===== src/rtl/core/dspd_pkg.sv =====
// shared constants, types and glyph table of the plausibility display core
`timescale 1ns / 1ps

package dspd_pkg;

    localparam int SAMPLE_BITS = 10;
    localparam int DIGIT_COUNT = 3;
    localparam int PCT_SCALE   = 100;
    localparam int SCALE_BITS  = $clog2(PCT_SCALE);
    localparam int DEC_BASE    = 10;
    localparam int POS_MAX     = 999;

    localparam int QUO_W  = SAMPLE_BITS + SCALE_BITS;
    localparam int MAP_W  = QUO_W + 1;
    localparam int SUM_W  = MAP_W + 1;
    localparam int SPAN_W = SAMPLE_BITS + 1;
    localparam int CNT_W  = $clog2(QUO_W);
    localparam int SCAN_W = $clog2(DIGIT_COUNT);

    localparam int CODE_W = 4;
    localparam int SEG_W  = 7;
    localparam int POS_W  = 10;
    localparam int TOL_W  = 8;

    localparam int S_TDATA_W  = 16;
    localparam int S_TUSER_W  = 2;
    localparam int M_TDATA_W  = 24;
    localparam int CFG_ADDR_W = 3;
    localparam int CFG_DATA_W = SAMPLE_BITS;

    localparam logic [CFG_ADDR_W-1:0] CFG_SPAN_A_LOW  = 3'd0;
    localparam logic [CFG_ADDR_W-1:0] CFG_SPAN_A_HIGH = 3'd1;
    localparam logic [CFG_ADDR_W-1:0] CFG_SPAN_B_LOW  = 3'd2;
    localparam logic [CFG_ADDR_W-1:0] CFG_SPAN_B_HIGH = 3'd3;
    localparam logic [CFG_ADDR_W-1:0] CFG_TOLERANCE   = 3'd4;

    localparam logic [SAMPLE_BITS-1:0] RST_SPAN_A_LOW  = 10'd190;
    localparam logic [SAMPLE_BITS-1:0] RST_SPAN_A_HIGH = 10'd833;
    localparam logic [SAMPLE_BITS-1:0] RST_SPAN_B_LOW  = 10'd87;
    localparam logic [SAMPLE_BITS-1:0] RST_SPAN_B_HIGH = 10'd413;
    localparam logic [TOL_W-1:0]       RST_TOLERANCE   = 8'd10;

    localparam logic OP_SAMPLE = 1'b0;
    localparam logic OP_TICK   = 1'b1;
    localparam logic CH_A      = 1'b0;
    localparam logic CH_B      = 1'b1;

    localparam logic [CODE_W-1:0] CODE_E = 4'd10;
    localparam logic [CODE_W-1:0] CODE_R = 4'd11;

    typedef enum logic [2:0] {
        ST_IDLE,
        ST_LOAD,
        ST_DIV,
        ST_STORE,
        ST_CHECK,
        ST_HUND,
        ST_TENS,
        ST_EMIT
    } ctrl_state_t;

    typedef struct packed {
        logic cfg_we;
        logic sample_we;
        logic tick;
        logic div_load;
        logic div_step;
        logic div_store;
        logic div_sel;
        logic check;
        logic hund_step;
        logic tens_step;
        logic commit;
        logic out_load;
    } dp_cmd_t;

    typedef struct packed {
        logic hund_ge;
        logic tens_ge;
        logic out_free;
    } dp_status_t;

    // active-low patterns, codes without a glyph blank the digit
    function automatic logic [SEG_W-1:0] glyph(input logic [CODE_W-1:0] code);
        logic [SEG_W-1:0] seg;
        case (code)
            4'd0:    seg = 7'h40;
            4'd1:    seg = 7'h79;
            4'd2:    seg = 7'h24;
            4'd3:    seg = 7'h30;
            4'd4:    seg = 7'h19;
            4'd5:    seg = 7'h12;
            4'd6:    seg = 7'h02;
            4'd7:    seg = 7'h78;
            4'd8:    seg = 7'h00;
            4'd9:    seg = 7'h18;
            4'd10:   seg = 7'h06;
            4'd11:   seg = 7'h2F;
            default: seg = 7'h7F;
        endcase
        return seg;
    endfunction

endpackage


===== src/rtl/core/dspd_datapath.sv =====
// registers, shared span divider, plausibility check, digit split and output word
`timescale 1ns / 1ps

module dspd_datapath (
    input  logic                             aclk,
    input  logic                             aresetn,
    input  dspd_pkg::dp_cmd_t                cmd,
    output dspd_pkg::dp_status_t             status,
    input  logic [dspd_pkg::CFG_ADDR_W-1:0]  cfg_addr,
    input  logic [dspd_pkg::CFG_DATA_W-1:0]  cfg_data,
    input  logic [dspd_pkg::S_TUSER_W-1:0]   s_tuser,
    input  logic [dspd_pkg::S_TDATA_W-1:0]   s_tdata,
    input  logic                             m_tready,
    output logic                             m_tvalid,
    output logic [dspd_pkg::M_TDATA_W-1:0]   m_tdata
);
    import dspd_pkg::*;

    logic [SAMPLE_BITS-1:0] span_a_low_reg, span_a_high_reg;
    logic [SAMPLE_BITS-1:0] span_b_low_reg, span_b_high_reg;
    logic [TOL_W-1:0]       tolerance_reg;
    logic [SAMPLE_BITS-1:0] reading_a_reg, reading_b_reg;
    logic [SCAN_W-1:0]      scan_index_reg, scan_next;
    logic [CODE_W-1:0]      codes_reg [DIGIT_COUNT];

    // divider
    logic [QUO_W-1:0]        dvd_reg;
    logic [SAMPLE_BITS-1:0]  dsr_reg;
    logic [SAMPLE_BITS-1:0]  rem_reg;
    logic                    div_neg_reg;
    logic                    zero_a_reg, zero_b_reg;
    logic signed [MAP_W-1:0] map_a_reg, map_b_reg;

    logic [SAMPLE_BITS-1:0]   ld_x, ld_lo, ld_hi;
    logic signed [SPAN_W-1:0] ld_diff, ld_span;
    logic signed [MAP_W-1:0]  ld_prod;
    logic [QUO_W-1:0]         ld_prod_mag;
    logic [SAMPLE_BITS-1:0]   ld_span_mag;
    logic [SPAN_W-1:0]        rem_shift;
    logic                     rem_ge;
    logic signed [MAP_W-1:0]  quo_s, quo_val;

    // check and digits
    logic signed [SUM_W-1:0] sum, diff, abs_diff, avg;
    logic [SUM_W-1:0]        avg_num;
    logic                    chk_err;
    logic                    err_reg;
    logic [POS_W-1:0]        dig_rem_reg;
    logic [CODE_W-1:0]       hund_reg, tens_reg;

    // output word
    logic                    out_valid_reg;
    logic [SEG_W-1:0]        seg_reg;
    logic [DIGIT_COUNT-1:0]  en_reg;
    logic [POS_W-1:0]        pos_reg;
    logic                    fault_reg;
    logic [SCAN_W-1:0]       out_idx;
    logic                    cur_fault;
    logic [POS_W-1:0]        cur_pos;

    assign scan_next = (scan_index_reg == SCAN_W'(DIGIT_COUNT - 1)) ? '0 :
                       scan_index_reg + SCAN_W'(1);

    // divider operand setup: numerator (x - lo) * 100 and span hi - lo, as magnitudes
    assign ld_x        = cmd.div_sel ? reading_b_reg   : reading_a_reg;
    assign ld_lo       = cmd.div_sel ? span_b_low_reg  : span_a_low_reg;
    assign ld_hi       = cmd.div_sel ? span_b_high_reg : span_a_high_reg;
    assign ld_diff     = $signed({1'b0, ld_x}) - $signed({1'b0, ld_lo});
    assign ld_span     = $signed({1'b0, ld_hi}) - $signed({1'b0, ld_lo});
    assign ld_prod     = MAP_W'(ld_diff) * MAP_W'(PCT_SCALE);
    assign ld_prod_mag = ld_prod[MAP_W-1] ? QUO_W'(-ld_prod) : QUO_W'(ld_prod);
    assign ld_span_mag = ld_span[SPAN_W-1] ? SAMPLE_BITS'(-ld_span) : SAMPLE_BITS'(ld_span);

    // one restoring step a cycle, quotient bits shift in behind the dividend
    assign rem_shift = {rem_reg, dvd_reg[QUO_W-1]};
    assign rem_ge    = rem_shift >= {1'b0, dsr_reg};
    assign quo_s     = $signed({1'b0, dvd_reg});
    assign quo_val   = div_neg_reg ? -quo_s : quo_s;

    // plausibility and truncating average
    assign sum      = SUM_W'(map_a_reg) + SUM_W'(map_b_reg);
    assign diff     = SUM_W'(map_a_reg) - SUM_W'(map_b_reg);
    assign abs_diff = diff[SUM_W-1] ? -diff : diff;
    assign avg_num  = sum + SUM_W'(sum[SUM_W-1]);
    assign avg      = $signed(avg_num) >>> 1;
    assign chk_err  = zero_a_reg || zero_b_reg ||
                      ($unsigned(abs_diff) >= SUM_W'(tolerance_reg)) ||
                      avg[SUM_W-1] || (avg > $signed(SUM_W'(POS_MAX)));

    assign out_idx   = cmd.tick ? scan_next : scan_index_reg;
    assign cur_fault = codes_reg[0] >= CODE_E;
    assign cur_pos   = cur_fault ? '0 :
                       POS_W'(codes_reg[0]) * POS_W'(PCT_SCALE) +
                       POS_W'(codes_reg[1]) * POS_W'(DEC_BASE) + POS_W'(codes_reg[2]);

    assign status.hund_ge  = dig_rem_reg >= POS_W'(PCT_SCALE);
    assign status.tens_ge  = dig_rem_reg >= POS_W'(DEC_BASE);
    assign status.out_free = !out_valid_reg || m_tready;

    always_ff @(posedge aclk) begin
        if (!aresetn) begin
            span_a_low_reg  <= RST_SPAN_A_LOW;
            span_a_high_reg <= RST_SPAN_A_HIGH;
            span_b_low_reg  <= RST_SPAN_B_LOW;
            span_b_high_reg <= RST_SPAN_B_HIGH;
            tolerance_reg   <= RST_TOLERANCE;
            reading_a_reg   <= '0;
            reading_b_reg   <= '0;
            scan_index_reg  <= '0;
            codes_reg[0]    <= CODE_E;
            codes_reg[1]    <= CODE_R;
            codes_reg[2]    <= CODE_R;
            out_valid_reg   <= 1'b0;
        end else begin
            if (cmd.cfg_we) begin
                unique case (cfg_addr)
                    CFG_SPAN_A_LOW:  span_a_low_reg  <= cfg_data[SAMPLE_BITS-1:0];
                    CFG_SPAN_A_HIGH: span_a_high_reg <= cfg_data[SAMPLE_BITS-1:0];
                    CFG_SPAN_B_LOW:  span_b_low_reg  <= cfg_data[SAMPLE_BITS-1:0];
                    CFG_SPAN_B_HIGH: span_b_high_reg <= cfg_data[SAMPLE_BITS-1:0];
                    CFG_TOLERANCE:   tolerance_reg   <= cfg_data[TOL_W-1:0];
                    default: ;
                endcase
            end
            if (cmd.sample_we) begin
                if (s_tuser[1] == CH_B) begin
                    reading_b_reg <= s_tdata[SAMPLE_BITS-1:0];
                end else begin
                    reading_a_reg <= s_tdata[SAMPLE_BITS-1:0];
                end
            end
            if (cmd.tick) begin
                scan_index_reg <= scan_next;
            end
            if (cmd.commit) begin
                if (err_reg) begin
                    codes_reg[0] <= CODE_E;
                    codes_reg[1] <= CODE_R;
                    codes_reg[2] <= CODE_R;
                end else begin
                    codes_reg[0] <= hund_reg;
                    codes_reg[1] <= tens_reg;
                    codes_reg[2] <= dig_rem_reg[CODE_W-1:0];
                end
            end
            if (cmd.out_load) begin
                out_valid_reg <= 1'b1;
            end else if (m_tready) begin
                out_valid_reg <= 1'b0;
            end
        end
    end

    always_ff @(posedge aclk) begin
        if (cmd.div_load) begin
            dvd_reg     <= ld_prod_mag;
            dsr_reg     <= ld_span_mag;
            rem_reg     <= '0;
            div_neg_reg <= ld_prod[MAP_W-1] ^ ld_span[SPAN_W-1];
            if (cmd.div_sel) begin
                zero_b_reg <= (ld_span == '0);
            end else begin
                zero_a_reg <= (ld_span == '0);
            end
        end
        if (cmd.div_step) begin
            dvd_reg <= {dvd_reg[QUO_W-2:0], rem_ge};
            rem_reg <= rem_ge ? SAMPLE_BITS'(rem_shift - {1'b0, dsr_reg}) :
                                rem_shift[SAMPLE_BITS-1:0];
        end
        if (cmd.div_store) begin
            if (cmd.div_sel) begin
                map_b_reg <= quo_val;
            end else begin
                map_a_reg <= quo_val;
            end
        end
        if (cmd.check) begin
            err_reg     <= chk_err;
            dig_rem_reg <= chk_err ? '0 : avg[POS_W-1:0];
            hund_reg    <= '0;
            tens_reg    <= '0;
        end
        if (cmd.hund_step) begin
            dig_rem_reg <= dig_rem_reg - POS_W'(PCT_SCALE);
            hund_reg    <= hund_reg + CODE_W'(1);
        end
        if (cmd.tens_step) begin
            dig_rem_reg <= dig_rem_reg - POS_W'(DEC_BASE);
            tens_reg    <= tens_reg + CODE_W'(1);
        end
        if (cmd.out_load) begin
            seg_reg   <= glyph(codes_reg[out_idx]);
            en_reg    <= DIGIT_COUNT'(1) << out_idx;
            pos_reg   <= cur_pos;
            fault_reg <= cur_fault;
        end
    end

    assign m_tvalid = out_valid_reg;
    assign m_tdata  = M_TDATA_W'({fault_reg, pos_reg, en_reg, seg_reg});

endmodule


===== src/rtl/core/dspd_ctrl.sv =====
// sequencer for config writes, samples and scan ticks of the plausibility display core
`timescale 1ns / 1ps

module dspd_ctrl (
    input  logic                  aclk,
    input  logic                  aresetn,
    input  logic                  cfg_valid,
    output logic                  cfg_ready,
    input  logic                  s_tvalid,
    input  logic                  s_opcode,
    output logic                  s_tready,
    input  dspd_pkg::dp_status_t  status,
    output dspd_pkg::dp_cmd_t     cmd
);
    import dspd_pkg::*;

    ctrl_state_t       state_reg, state_next;
    logic [CNT_W-1:0]  cnt_reg, cnt_next;
    logic              sel_reg, sel_next;
    logic              emit_reg, emit_next;

    always_ff @(posedge aclk) begin
        if (!aresetn) begin
            state_reg <= ST_IDLE;
            cnt_reg   <= '0;
            sel_reg   <= 1'b0;
            emit_reg  <= 1'b0;
        end else begin
            state_reg <= state_next;
            cnt_reg   <= cnt_next;
            sel_reg   <= sel_next;
            emit_reg  <= emit_next;
        end
    end

    always_comb begin
        state_next = state_reg;
        cnt_next   = cnt_reg;
        sel_next   = sel_reg;
        emit_next  = emit_reg;
        cmd        = '0;
        cfg_ready  = 1'b0;
        s_tready   = 1'b0;
        cmd.div_sel = sel_reg;

        unique case (state_reg)
            ST_IDLE: begin
                cfg_ready = 1'b1;
                s_tready  = status.out_free && !cfg_valid;
                if (cfg_valid) begin
                    // register changes rerun the check without a result word
                    cmd.cfg_we = 1'b1;
                    emit_next  = 1'b0;
                    sel_next   = 1'b0;
                    state_next = ST_LOAD;
                end else if (s_tvalid && status.out_free) begin
                    if (s_opcode == OP_TICK) begin
                        cmd.tick     = 1'b1;
                        cmd.out_load = 1'b1;
                    end else begin
                        cmd.sample_we = 1'b1;
                        emit_next     = 1'b1;
                        sel_next      = 1'b0;
                        state_next    = ST_LOAD;
                    end
                end
            end
            ST_LOAD: begin
                cmd.div_load = 1'b1;
                cnt_next     = '0;
                state_next   = ST_DIV;
            end
            ST_DIV: begin
                cmd.div_step = 1'b1;
                cnt_next     = cnt_reg + CNT_W'(1);
                if (cnt_reg == CNT_W'(QUO_W - 1)) begin
                    state_next = ST_STORE;
                end
            end
            ST_STORE: begin
                cmd.div_store = 1'b1;
                if (sel_reg == CH_A) begin
                    sel_next   = CH_B;
                    state_next = ST_LOAD;
                end else begin
                    state_next = ST_CHECK;
                end
            end
            ST_CHECK: begin
                cmd.check  = 1'b1;
                state_next = ST_HUND;
            end
            ST_HUND: begin
                if (status.hund_ge) begin
                    cmd.hund_step = 1'b1;
                end else begin
                    state_next = ST_TENS;
                end
            end
            ST_TENS: begin
                if (status.tens_ge) begin
                    cmd.tens_step = 1'b1;
                end else begin
                    cmd.commit = 1'b1;
                    state_next = emit_reg ? ST_EMIT : ST_IDLE;
                end
            end
            ST_EMIT: begin
                if (status.out_free) begin
                    cmd.out_load = 1'b1;
                    state_next   = ST_IDLE;
                end
            end
            default: begin
                state_next = ST_IDLE;
            end
        endcase
    end

endmodule


===== src/rtl/core/dual_sensor_plausibility_display_core.sv =====
// top level of the dual sensor plausibility check with scanned three-digit display
//
//  channel   direction  fields (lowest bit first)
//  s_        in         tuser: opcode, channel / tdata: sample[9:0]
//  m_        out        tdata: segments[6:0], digit_enable[9:7], position[19:10], fault[20]
//  cfg_      in         cfg_addr: register index / cfg_data: value
//
// a scan tick gives its result word in the cycle after acceptance
// a sample runs two 17-step divisions on the shared bit-serial span divider, then the
// plausibility check and the digit split by repeated subtraction
// a register write reruns the same sequence with no result word
// sync active-low reset restores the default spans and shows Err
// a stalled result word holds; a tick can be taken in the cycle the word leaves
`timescale 1ns / 1ps

module dual_sensor_plausibility_display_core (
    input  logic                             aclk,
    input  logic                             aresetn,
    input  logic                             s_tvalid,
    output logic                             s_tready,
    input  logic [dspd_pkg::S_TDATA_W-1:0]   s_tdata,  // sample[9:0], zero fill
    input  logic [dspd_pkg::S_TUSER_W-1:0]   s_tuser,  // opcode[0], channel[1]
    output logic                             m_tvalid,
    input  logic                             m_tready,
    output logic [dspd_pkg::M_TDATA_W-1:0]   m_tdata,  // segments, digit_enable, position, fault
    input  logic                             cfg_valid,
    output logic                             cfg_ready,
    input  logic [dspd_pkg::CFG_ADDR_W-1:0]  cfg_addr,
    input  logic [dspd_pkg::CFG_DATA_W-1:0]  cfg_data
);
    import dspd_pkg::*;

    dp_cmd_t    cmd;
    dp_status_t status;

    dspd_ctrl u_ctrl (
        .aclk      (aclk),
        .aresetn   (aresetn),
        .cfg_valid (cfg_valid),
        .cfg_ready (cfg_ready),
        .s_tvalid  (s_tvalid),
        .s_opcode  (s_tuser[0]),
        .s_tready  (s_tready),
        .status    (status),
        .cmd       (cmd)
    );

    dspd_datapath u_datapath (
        .aclk     (aclk),
        .aresetn  (aresetn),
        .cmd      (cmd),
        .status   (status),
        .cfg_addr (cfg_addr),
        .cfg_data (cfg_data),
        .s_tuser  (s_tuser),
        .s_tdata  (s_tdata),
        .m_tready (m_tready),
        .m_tvalid (m_tvalid),
        .m_tdata  (m_tdata)
    );

endmodule


===== config.mk =====
export PLATFORM = sky130hd
export DESIGN_NAME = dual_sensor_plausibility_display_core
export DESIGN_NICKNAME = d
export VERILOG_FILES = /design/src/rtl/core/dspd_pkg.sv /design/src/rtl/core/dspd_datapath.sv /design/src/rtl/core/dspd_ctrl.sv /design/src/rtl/core/dual_sensor_plausibility_display_core.sv
export SDC_FILE = /design/constraint.sdc
export NUM_CORES = 1
export LEC_CHECK = 0
export BUFFER_PORTS_ARGS = -buffer_cell sky130_fd_sc_hd__buf_4
export CAP_MARGIN = 20
export CORE_MARGIN = 10
export CORE_UTILIZATION = 40
export CTS_BUF_LIST = sky130_fd_sc_hd__clkbuf_4
export DETAILED_ROUTE_END_ITERATION = 8
export HOLD_SLACK_MARGIN = 0.02
export PLACE_DENSITY = 0.6
export SYNTH_ARGS = -nofsm -noshare
export SYNTH_HDL_FRONTEND = slang
export SYNTH_SLANG_ARGS = --single-unit

===== constraint.sdc =====
create_clock -name aclk -period 15.65 [get_ports aclk]
set_input_delay 3.13 -clock aclk [delete_from_list [all_inputs] [get_ports aclk]]
set_output_delay 3.13 -clock aclk [all_outputs]
set_load 0.03 [all_outputs]

# Yosys cells after proc, flatten, opt, wreduce, memory -nomap -nowiden
# Memory sizes are Yosys's and may differ from the RTL's. A register that Yosys moved wholly into a read port is not among the register bits.
# Index checks and enable logic that the tools add are counted.
word_totals:
  memories: 2
  word_cells: 198
  input_bits: 36
  ramBits: 12
  ff_bits: 190
  out_inout_bits: 27
  rom_bits: 112
op_classes:
  mul: 3
  n_shift: 1
  bitwise_logic: 9
  n_lt_le_gt_ge: 6
  reduce_logical: 34
  eq_ne: 20
  muxes: 77
  add_sub_neg: 18
mem_list:
  columns: ["memory", "words", "word_bits", "read_ports", "rd_ports_with_merged_regs", "wr", "line_no", "source"]
  rows:
  - ["(no name shown)", 16, 7, 1, 1, 0, "dspd_pkg.sv:86", "case (code)"]
  - ["u_datapath.codes_reg", 3, 4, 4, 0, 3, "dspd_datapath.sv:24", "logic [CODE_W-1:0] codes_reg [DIGIT_COUNT];"]
ops:
  columns: ["operator", "n"]
  rows:
  - ["10-bit 2-to-1 mux", 11]
  - ["17-bit 2-to-1 mux", 3]
  - ["4-bit 2-to-1 mux", 9]
  - ["1-bit 2-to-1 mux", 33]
  - ["3-bit 2-to-1 mux", 10]
  - ["3-bit case mux with 8 select lines", 1]
  - ["2-bit AND reduction", 11]
  - ["10-bit by 10-bit subtractor with 11-bit output", 2]
  - ["18-bit by 18-bit adder with 19-bit output", 1]
  - ["19-bit by 1-bit adder with 19-bit output", 1]
  - ["19-bit by 8-bit greater-or-equal comparator with 1-bit output", 1]
  - ["19-bit 2-to-1 mux", 1]
  - ["19-bit negator", 1]
  - ["18-bit by 18-bit subtractor with 19-bit output", 1]
  - ["18-bit by 11-bit greater-than comparator with 1-bit output, second input constant", 1]
  - ["18-bit 2-to-1 mux", 1]
  - ["17-bit negator with 18-bit output", 1]
  - ["17-bit negator", 1]
  - ["11-bit by 6-bit multiplier with 16-bit output, second input constant", 1]
  - ["3-bit equality test, second input constant", 5]
  - ["2-bit nonzero test", 7]
  - ["3-bit by 2-bit equality test with 1-bit output, second input constant", 4]
  - ["11-bit by 10-bit greater-or-equal comparator with 1-bit output", 1]
  - ["11-bit logical NOT", 1]
  - ["other kinds (35)", 59]

# Logic depth before layout (Yosys ltp)
# Gate-level depths: netlist (run 1).
logic_depth:
  ltp_word: 11
  ltp_mapped: 28
  ltp_nobuf: 25

# Hierarchy
# Synthesis (run 1) repeated with hierarchy kept, for this count alone.
unflattened:
  cells_unflattened: 1812
  area_unflattened_um2: 16123.0
modules_own_cells:
  columns: ["mod", "seq_area_each_um2", "area_each_um2", "cells_each", "n_inst"]
  rows:
  - ["dspd_datapath", 5265.0, 15457.3, 1725, 1]
  - ["dspd_ctrl", 200.2, 665.6, 87, 1]

# Worst setup path before layout (run 1)
# No wires, ideal clock.
synth_path:
  path_kind: "input-to-output"
  startpoint: "in cfg_valid"
  endpoint: "out s_tready"
  arrival_ns: 3.747
  setup_slack_ns: 8.773
  n_path_buf: 0
  cell_stages: 2
  required_time_ns: 12.520
  path_cell_list: "nor4_1 > and2_1"
synth_via:
  elab_chain_len: 3
synth_lines:
  columns: ["element", "line_no", "source"]
  rows:
  - ["from (decl)", "dual_sensor_plausibility_display_core.sv:26", "input logic cfg_valid,"]
  - ["1-bit logical NOT", "dspd_ctrl.sv:49", "s_tready = status.out_free && !cfg_valid;"]
  - ["1-bit logical AND", "dspd_ctrl.sv:49", null]
  - ["1-bit 2-to-1 mux", "dspd_ctrl.sv:46", "unique case (state_reg)"]
  - ["to (decl)", "dual_sensor_plausibility_display_core.sv:20", "output logic s_tready,"]
# Every way passes these cells.

# Final worst setup path (run 1)
# Ends and elaborated chain as after synthesis.

==> results.py, run 1 <==
metrics = {
    "routing": {
        "wl_per_cell_um": 15.8,
        "via_per_inst": 5.32,
        "dr.pass1.iters": 5,
        "postRouteAntennaNets": 0,
        "drtIter0Drc": 732,
        "wl_mm": 38.5,
        "vias": 13000,
        "drcViolationCount": 0,
    },
    "clock_network": {
        "cts-root-buf": "clkbuf_4",
        "cts_tree": "built",
        "holdBufCountCts": 0,
        "cts_inserted_buffers": 59,
        "ctsResizeCount": 0,
        "cts_setup_buffers": 0,
        "cts_sinks": 209,
        "h-tree-depth": 2,
        "clkTransAtPathRegs_ps": 70,
        "clock_latency_ps": 790,
        "cts_buffer_depth": 3,
    },
    "power": {
        "cellPowerDensity_nw_per_um2": 116,
        "leakagePower_nw": 7.26,
        "ir_drop_mv": 0.0605,
    },
    "sta": {
        "fin_crit_sh_pct": 45.5,
        "fmax_ghz": 0.140,
        "drv_slew": 0,
        "finClkSkew_ps": 77.1,
        "hold_viol": 0,
        "setup_viol": 0,
        "period_needed_ps": 7120,
        "relSlewSlack_pct": 26.1,
        "worst_pin_slew_ps": 1100,
        "setup_tns_ps": 0,
        "rsz0062_at_grt": "no",
    },
    "synthesis": {
        "yosysTopAreaCell": "edfxtp_1",
        "yosysMostFrequentCell": "nand2_1",
        "syn_area_sq_um": 16100,
        "synth.top_cell.area_share_pct": 23.9,
        "synth_flop_cell": "edfxtp_1",
        "netlist_top_cells_area": "edfxtp_1, ha_1, dfxtp_1",
        "synth_warnings": 0,
        "ys_seq_area_share_pct": 34.0,
        "synth_area_per_cell_sq_um": 8.90,
        "synth_seq_cells": 209,
        "async_flop_share_pct": 0,
        "synthCells": 1806,
        "ys_types": 98,
        "synthTopCellsByCount": "nand2_1, nor2_1, ha_1",
        "synth-edff-count": 128,
    },
    "global_route": {
        "antenna_found_initial": 1,
        "grt_pass1_wl_mm": 64.2,
        "grt_usage_pct": 16.1,
        "grt_start_max_net_pins": 56,
        "grt_pass1_vias": 12800,
        "grt_overflow": 0,
    },
    "critical_path": {
        "critPathMaxStageDelay_ps": 350,
        "crit_path_cell_trace": "buf_4, nor4_1, and2_1, buf_4",
        "slowest_stage": "nor4_1",
        "critPathMaxFanout": 5,
        "worst_path_most_repeated_cell": "buf_4",
        "critPathLaunchType": "primary input",
        "path_class": "in -> out",
        "cp.arrival_ps": 3990,
        "cp.required_ps": 12520,
        "end_kind": "output port",
    },
    "cells_and_area": {
        "final_cell_area_sq_um": 17700,
        "drive_above_1_share_pct": 12.6,
        "fillers": 3887,
        "nets": 2074,
        "synthToLayoutAreaGrowth_pct": 10.4,
    },
    "outcome": {
        "outcome": "complete, no violations",
    },
    "floorplanning": {
        "core_sq_um": 39700,
        "die_x_um": 220,
        "die_y_um": 220,
        "io_pins": 63,
        "fp-row-count": 73,
        "start_util_pct": 40.5,
        "die-area_sq_um": 48600,
    },
    "placement": {
        "place_area_sq_um": 16900,
        "hpwlAfterDp_mm": 29.4,
        "place_congestion": 0.882,
        "io_buffer_count": 53,
    },
    "run": {
        "drv_cap": 0,
    },
    "hold_path": {
        "hp-class": "reg -> reg",
    },
}
[layer usage]
layer	up-vias	global-route usage [%]	wire length (um)
met5	-	0	0
met4	0	5.77	921
met3	54	2.84	1660
met2	221	27.8	18800
met1	6093	19.7	17100
li1	6599	-	-
[cells by family after synthesis]
group,synth area share (%)
compound gates,16.7
xor+xnor,6.32
fa+ha+maj,14.3
buf+inv,5.40
flops,34.0
mux,4.47
other cells,0.0233
simple gates,18.8
[critical path, delay by kind of cell]
family | cells | cell delay (ps)
AND/OR/NAND/NOR | 2 | 540
buffers and inverters | 2 | 310
[placed cells by master, fill, tap and decap left out, types with 26 or more instances in the layout]
cell type / instances
nand2_1: 190
nor2_1: 156
ha_1: 153
inv_1: 142
a21oi_1: 133
edfxtp_1: 128
xnor2_1: 99
clkbuf_4: 90
o21ai_0: 81
dfxtp_1: 81
nand3_1: 67
buf_4: 65
mux2i_1: 47
nor3_1: 30
nor2b_1: 29
a21o_1: 26
[per-stage QoR]
step                      util, %  cells  power (mW)  setup WS, ps  hold slack [ps]
final                        44.7   2438        2.06          8530              449
after global routing         44.7   2438        2.24          8280              472
after CTS                    44.6   2434        2.08          8370              449
after detailed placement     42.6   2327        1.55          8450              439
after global placement       42.6   2327        1.53          8550              438
after floorplan                 -   1808        1.38          8770              414
[final timing paths]
kind,endpoint,cells past startpoint,from,slack [ps]
setup / recovery,s_tready,4,cfg_valid,8530
hold / removal,u_ctrl.cnt_reg[4],1,u_ctrl.cnt_reg[4],450
setup reg to reg,u_datapath.dvd_reg[15],27,u_ctrl.sel_reg,8890
hold reg to reg,u_ctrl.cnt_reg[4],1,u_ctrl.cnt_reg[4],450
[power by group]
part           internal (mW)  switching (mW)  leakage (nW)  total, mW
Sequential             0.696          0.0485          1.81      0.745
Combinational          0.341           0.459          5.00      0.800
Clock                  0.263           0.254         0.457      0.517
Total                   1.30           0.761          7.26       2.06
[layout make-up]
type	instances	area [sq um]	area share [%]
Sequential cell	209	5470	30.8
Inverter	148	556	3.13
Timing Repair Buffer	67	520	2.93
Clock inverter	17	90.1	0.508
Antenna cell	1	2.50	0.0141
Tap cell	525	657	3.70
Clock buffer	90	676	3.81
Multi-Input combinational cell	1381	9780	55.1
(Power assumes the default switching activity.)
==> run 2, diff against run 1 <==
--- a/config.mk
+++ b/config.mk
@@ -12,7 +12,7 @@
 export CTS_BUF_LIST = sky130_fd_sc_hd__clkbuf_4
 export DETAILED_ROUTE_END_ITERATION = 8
 export HOLD_SLACK_MARGIN = 0.02
-export PLACE_DENSITY = 0.6
+export PLACE_DENSITY = 0.62
 export SYNTH_ARGS = -nofsm -noshare
 export SYNTH_HDL_FRONTEND = slang
 export SYNTH_SLANG_ARGS = --single-unit
==> constraint.sdc (replaced) <==
create_clock -name aclk -period 5.7 [get_ports aclk]
set_input_delay 1.14 -clock aclk [delete_from_list [all_inputs] [get_ports aclk]]
set_output_delay 1.14 -clock aclk [all_outputs]
set_load 0.03 [all_outputs]
==> run 2 against run 1 <==
Clock-buffer cell count down 5. Worst hold slack better by 4.4 ps. Cell area up 1.9%. Non-clock buffer count rose by 37. Register-to-register slack lost 8600 ps.
==> results.py, run 2 (same netlist as run 1, synthesis figures left out) <==
metrics = {
    "outcome": {
        "outcome": "complete, no violations",
    },
    "clock_network": {
        "cts_tree": "built",
        "h-tree-depth": 2,
        "cts_inserted_buffers": 57,
        "clock_latency_ps": 790,
        "clkTransAtPathRegs_ps": 60,
        "cts-root-buf": "clkbuf_4",
        "holdBufCountCts": 0,
        "cts_buffer_depth": 3,
        "cts_sinks": 209,
    },
    "critical_path": {
        "critPathMaxFanout": 15,
        "path_class": "reg -> reg",
        "cp.required_ps": 6160,
        "cp.arrival_ps": 5890,
        "critPathLaunchType": "flop",
        "slowest_stage": "fa_1",
        "timing.rr.end": "u_datapath.dvd_reg[16]",
        "end_kind": "flop",
        "r2r_slack_ps": 270,
        "worst_r2r_startpoint": "u_ctrl.sel_reg",
        "crit_buf_inv": 3,
        "crit_path_cell_trace": "mux2_2, buf_4, fa_1, a21o_1, a21oi_2, o21ai_0, a21oi_2, o21ai_2, xor2_1, buf_4, ha_1, fa_1, ha_1, ha_1, a21oi_1, o21ai_1, a31o_2, xor2_2, buf_12, a31oi_1, xnor2_1, a21oi_1",
        "cp_num_cells": 22,
        "worst_path_most_repeated_cell": "ha_1",
        "reg2reg_depth": 22,
        "critPathTopFamily": "adder cells",
        "critPathMaxStageDelay_ps": 470,
    },
    "sta": {
        "finClkSkew_ps": 48.7,
        "fmax_ghz": 0.184,
        "fin_crit_sh_pct": 95.3,
        "timing.hold.ws_ps": 453,
        "setup_viol": 0,
        "relSlewSlack_pct": 28.7,
        "period_needed_ps": 5430,
        "hold_viol": 0,
        "drv_slew": 0,
        "worst_pin_slew_ps": 1060,
    },
    "cells_and_area": {
        "fin_util_pct": 45.5,
        "drive_above_1_share_pct": 14.9,
        "mostFrequentLayoutCells": "nand2_1, nor2_1, ha_1",
        "synthToLayoutAreaGrowth_pct": 12.4,
        "mostFrequentLayoutCell": "nand2_1",
        "nets": 2109,
        "fin_cells": 2469,
        "fillers": 3838,
        "final_cell_area_sq_um": 18100,
    },
    "power": {
        "finalPower_mw": 5.70,
        "ir_drop_mv": 0.183,
        "cellPowerDensity_nw_per_um2": 316,
        "leakagePower_nw": 7.43,
    },
    "hold_path": {
        "whs_path_depth": 2,
        "hp-class": "reg -> reg",
        "hp-start": "u_datapath.span_a_low_reg[9]",
        "hold_end": "u_datapath.span_a_low_reg[9]",
    },
    "floorplanning": {
        "start_util_pct": 40.5,
        "fp-row-count": 73,
        "io_pins": 63,
        "core_sq_um": 39700,
        "die_x_um": 220,
        "die-area_sq_um": 48600,
        "die_y_um": 220,
    },
    "routing": {
        "wl_mm": 38.6,
        "wl_per_cell_um": 15.6,
        "vias": 13100,
        "postRouteAntennaNets": 0,
        "drtIter0Drc": 769,
        "drcViolationCount": 0,
        "via_per_inst": 5.32,
        "dr.pass1.iters": 5,
    },
    "run": {
        "drv_cap": 0,
    },
    "placement": {
        "io_buffer_count": 53,
        "place_area_sq_um": 17200,
        "place_inst": 2362,
        "place_congestion": 0.905,
        "hpwlAfterDp_mm": 29.7,
    },
    "global_route": {
        "grt_usage_pct": 15.8,
        "grt_pass1_wl_mm": 63.5,
        "grt_start_max_net_pins": 56,
        "grt_overflow": 0,
        "antenna_found_initial": 1,
        "grt_pass1_vias": 12900,
    },
}
run 2: changes by cell type in the layout (fill, tap and decap cells not counted), moves of 2 or more:
cell and delta:
mux2i_1 -2, a21oi_1 -6, buf_4 +36, clkbuf_4 -5, nor3_2 +2, xor2_2 +2, a21oi_2 +6, o21ai_2 +2
o21ai_0 -6, nor3_1 -2, a21boi_0 -2, xor2_1 -2, o21ai_1 +4
run 2: metal layers:
layer,part of all wire [%],global-route usage (%),up-vias
met4,2.7,6.41,0
met3,4.2,2.44,55
li1,-,-,6661
met1,44,19.3,6165
met5,0,0,-
met2,49,27.4,255
run 2: worst register-to-register path: cells and delay by family (launching register included):
| kind | cells | cell delay, ps |
|---|---|---|
| adder cells (fa/ha/maj) | 5 | 1830 |
| AO/OA/AOI/OAI | 10 | 1580 |
| XOR/XNOR | 3 | 490 |
| buffers and inverters | 3 | 460 |
| flip-flops | 1 | 410 |
| multiplexers | 1 | 370 |
run 2: how the worst max path moves through the flow:
stage                         from                     end  slack [ps]
floorplan           u_ctrl.sel_reg  u_datapath.dvd_reg[16]          20
global placement    u_ctrl.sel_reg  u_datapath.dvd_reg[16]          30
detailed placement  u_ctrl.sel_reg  u_datapath.dvd_reg[16]         -60
CTS                 u_ctrl.sel_reg  u_datapath.dvd_reg[16]          20
global route        u_ctrl.sel_reg  u_datapath.dvd_reg[16]         -40
finish              u_ctrl.sel_reg  u_datapath.dvd_reg[16]         270
run 2: metrics by stage:
stage	worst slack [ps]	TNS, ps
6_report	270	0
5_1_grt	-37.8	-45.9
4_1_cts	16.4	0
3_5_place_dp	-56.5	-138
3_3_place_gp	28.9	0
2_1_floorplan	15.8	0
run 2: power breakdown:
part	internal (mW)	total (mW)	switching, mW
Combinational	1.02	2.31	1.30
Sequential	1.91	2.05	0.135
Clock	0.681	1.35	0.665
Total	3.61	5.70	2.10
run 2: final cells by class:
class	count	area, sq um	area share [%]
antenna	2	5.00	0.0277
clock buffer	85	638	3.53
clock inverter	15	75.1	0.415
inverter	148	556	3.07
multi-input combinational	1381	9860	54.6
sequential	209	5470	30.3
tap	525	657	3.63
timing repair buffer	104	811	4.49
run 2: timing repair:
| action | CTS | global route |
|---|---|---|
| gates resized for setup | 3 | 19 |
| endpoints found under the setup margin | 13 | 15 |
| cloned | 0 | 0 |
| hold endpoints to repair | 0 | 0 |
| buffers inserted | 0 | 3 |
| pin swaps | 0 | 5 |
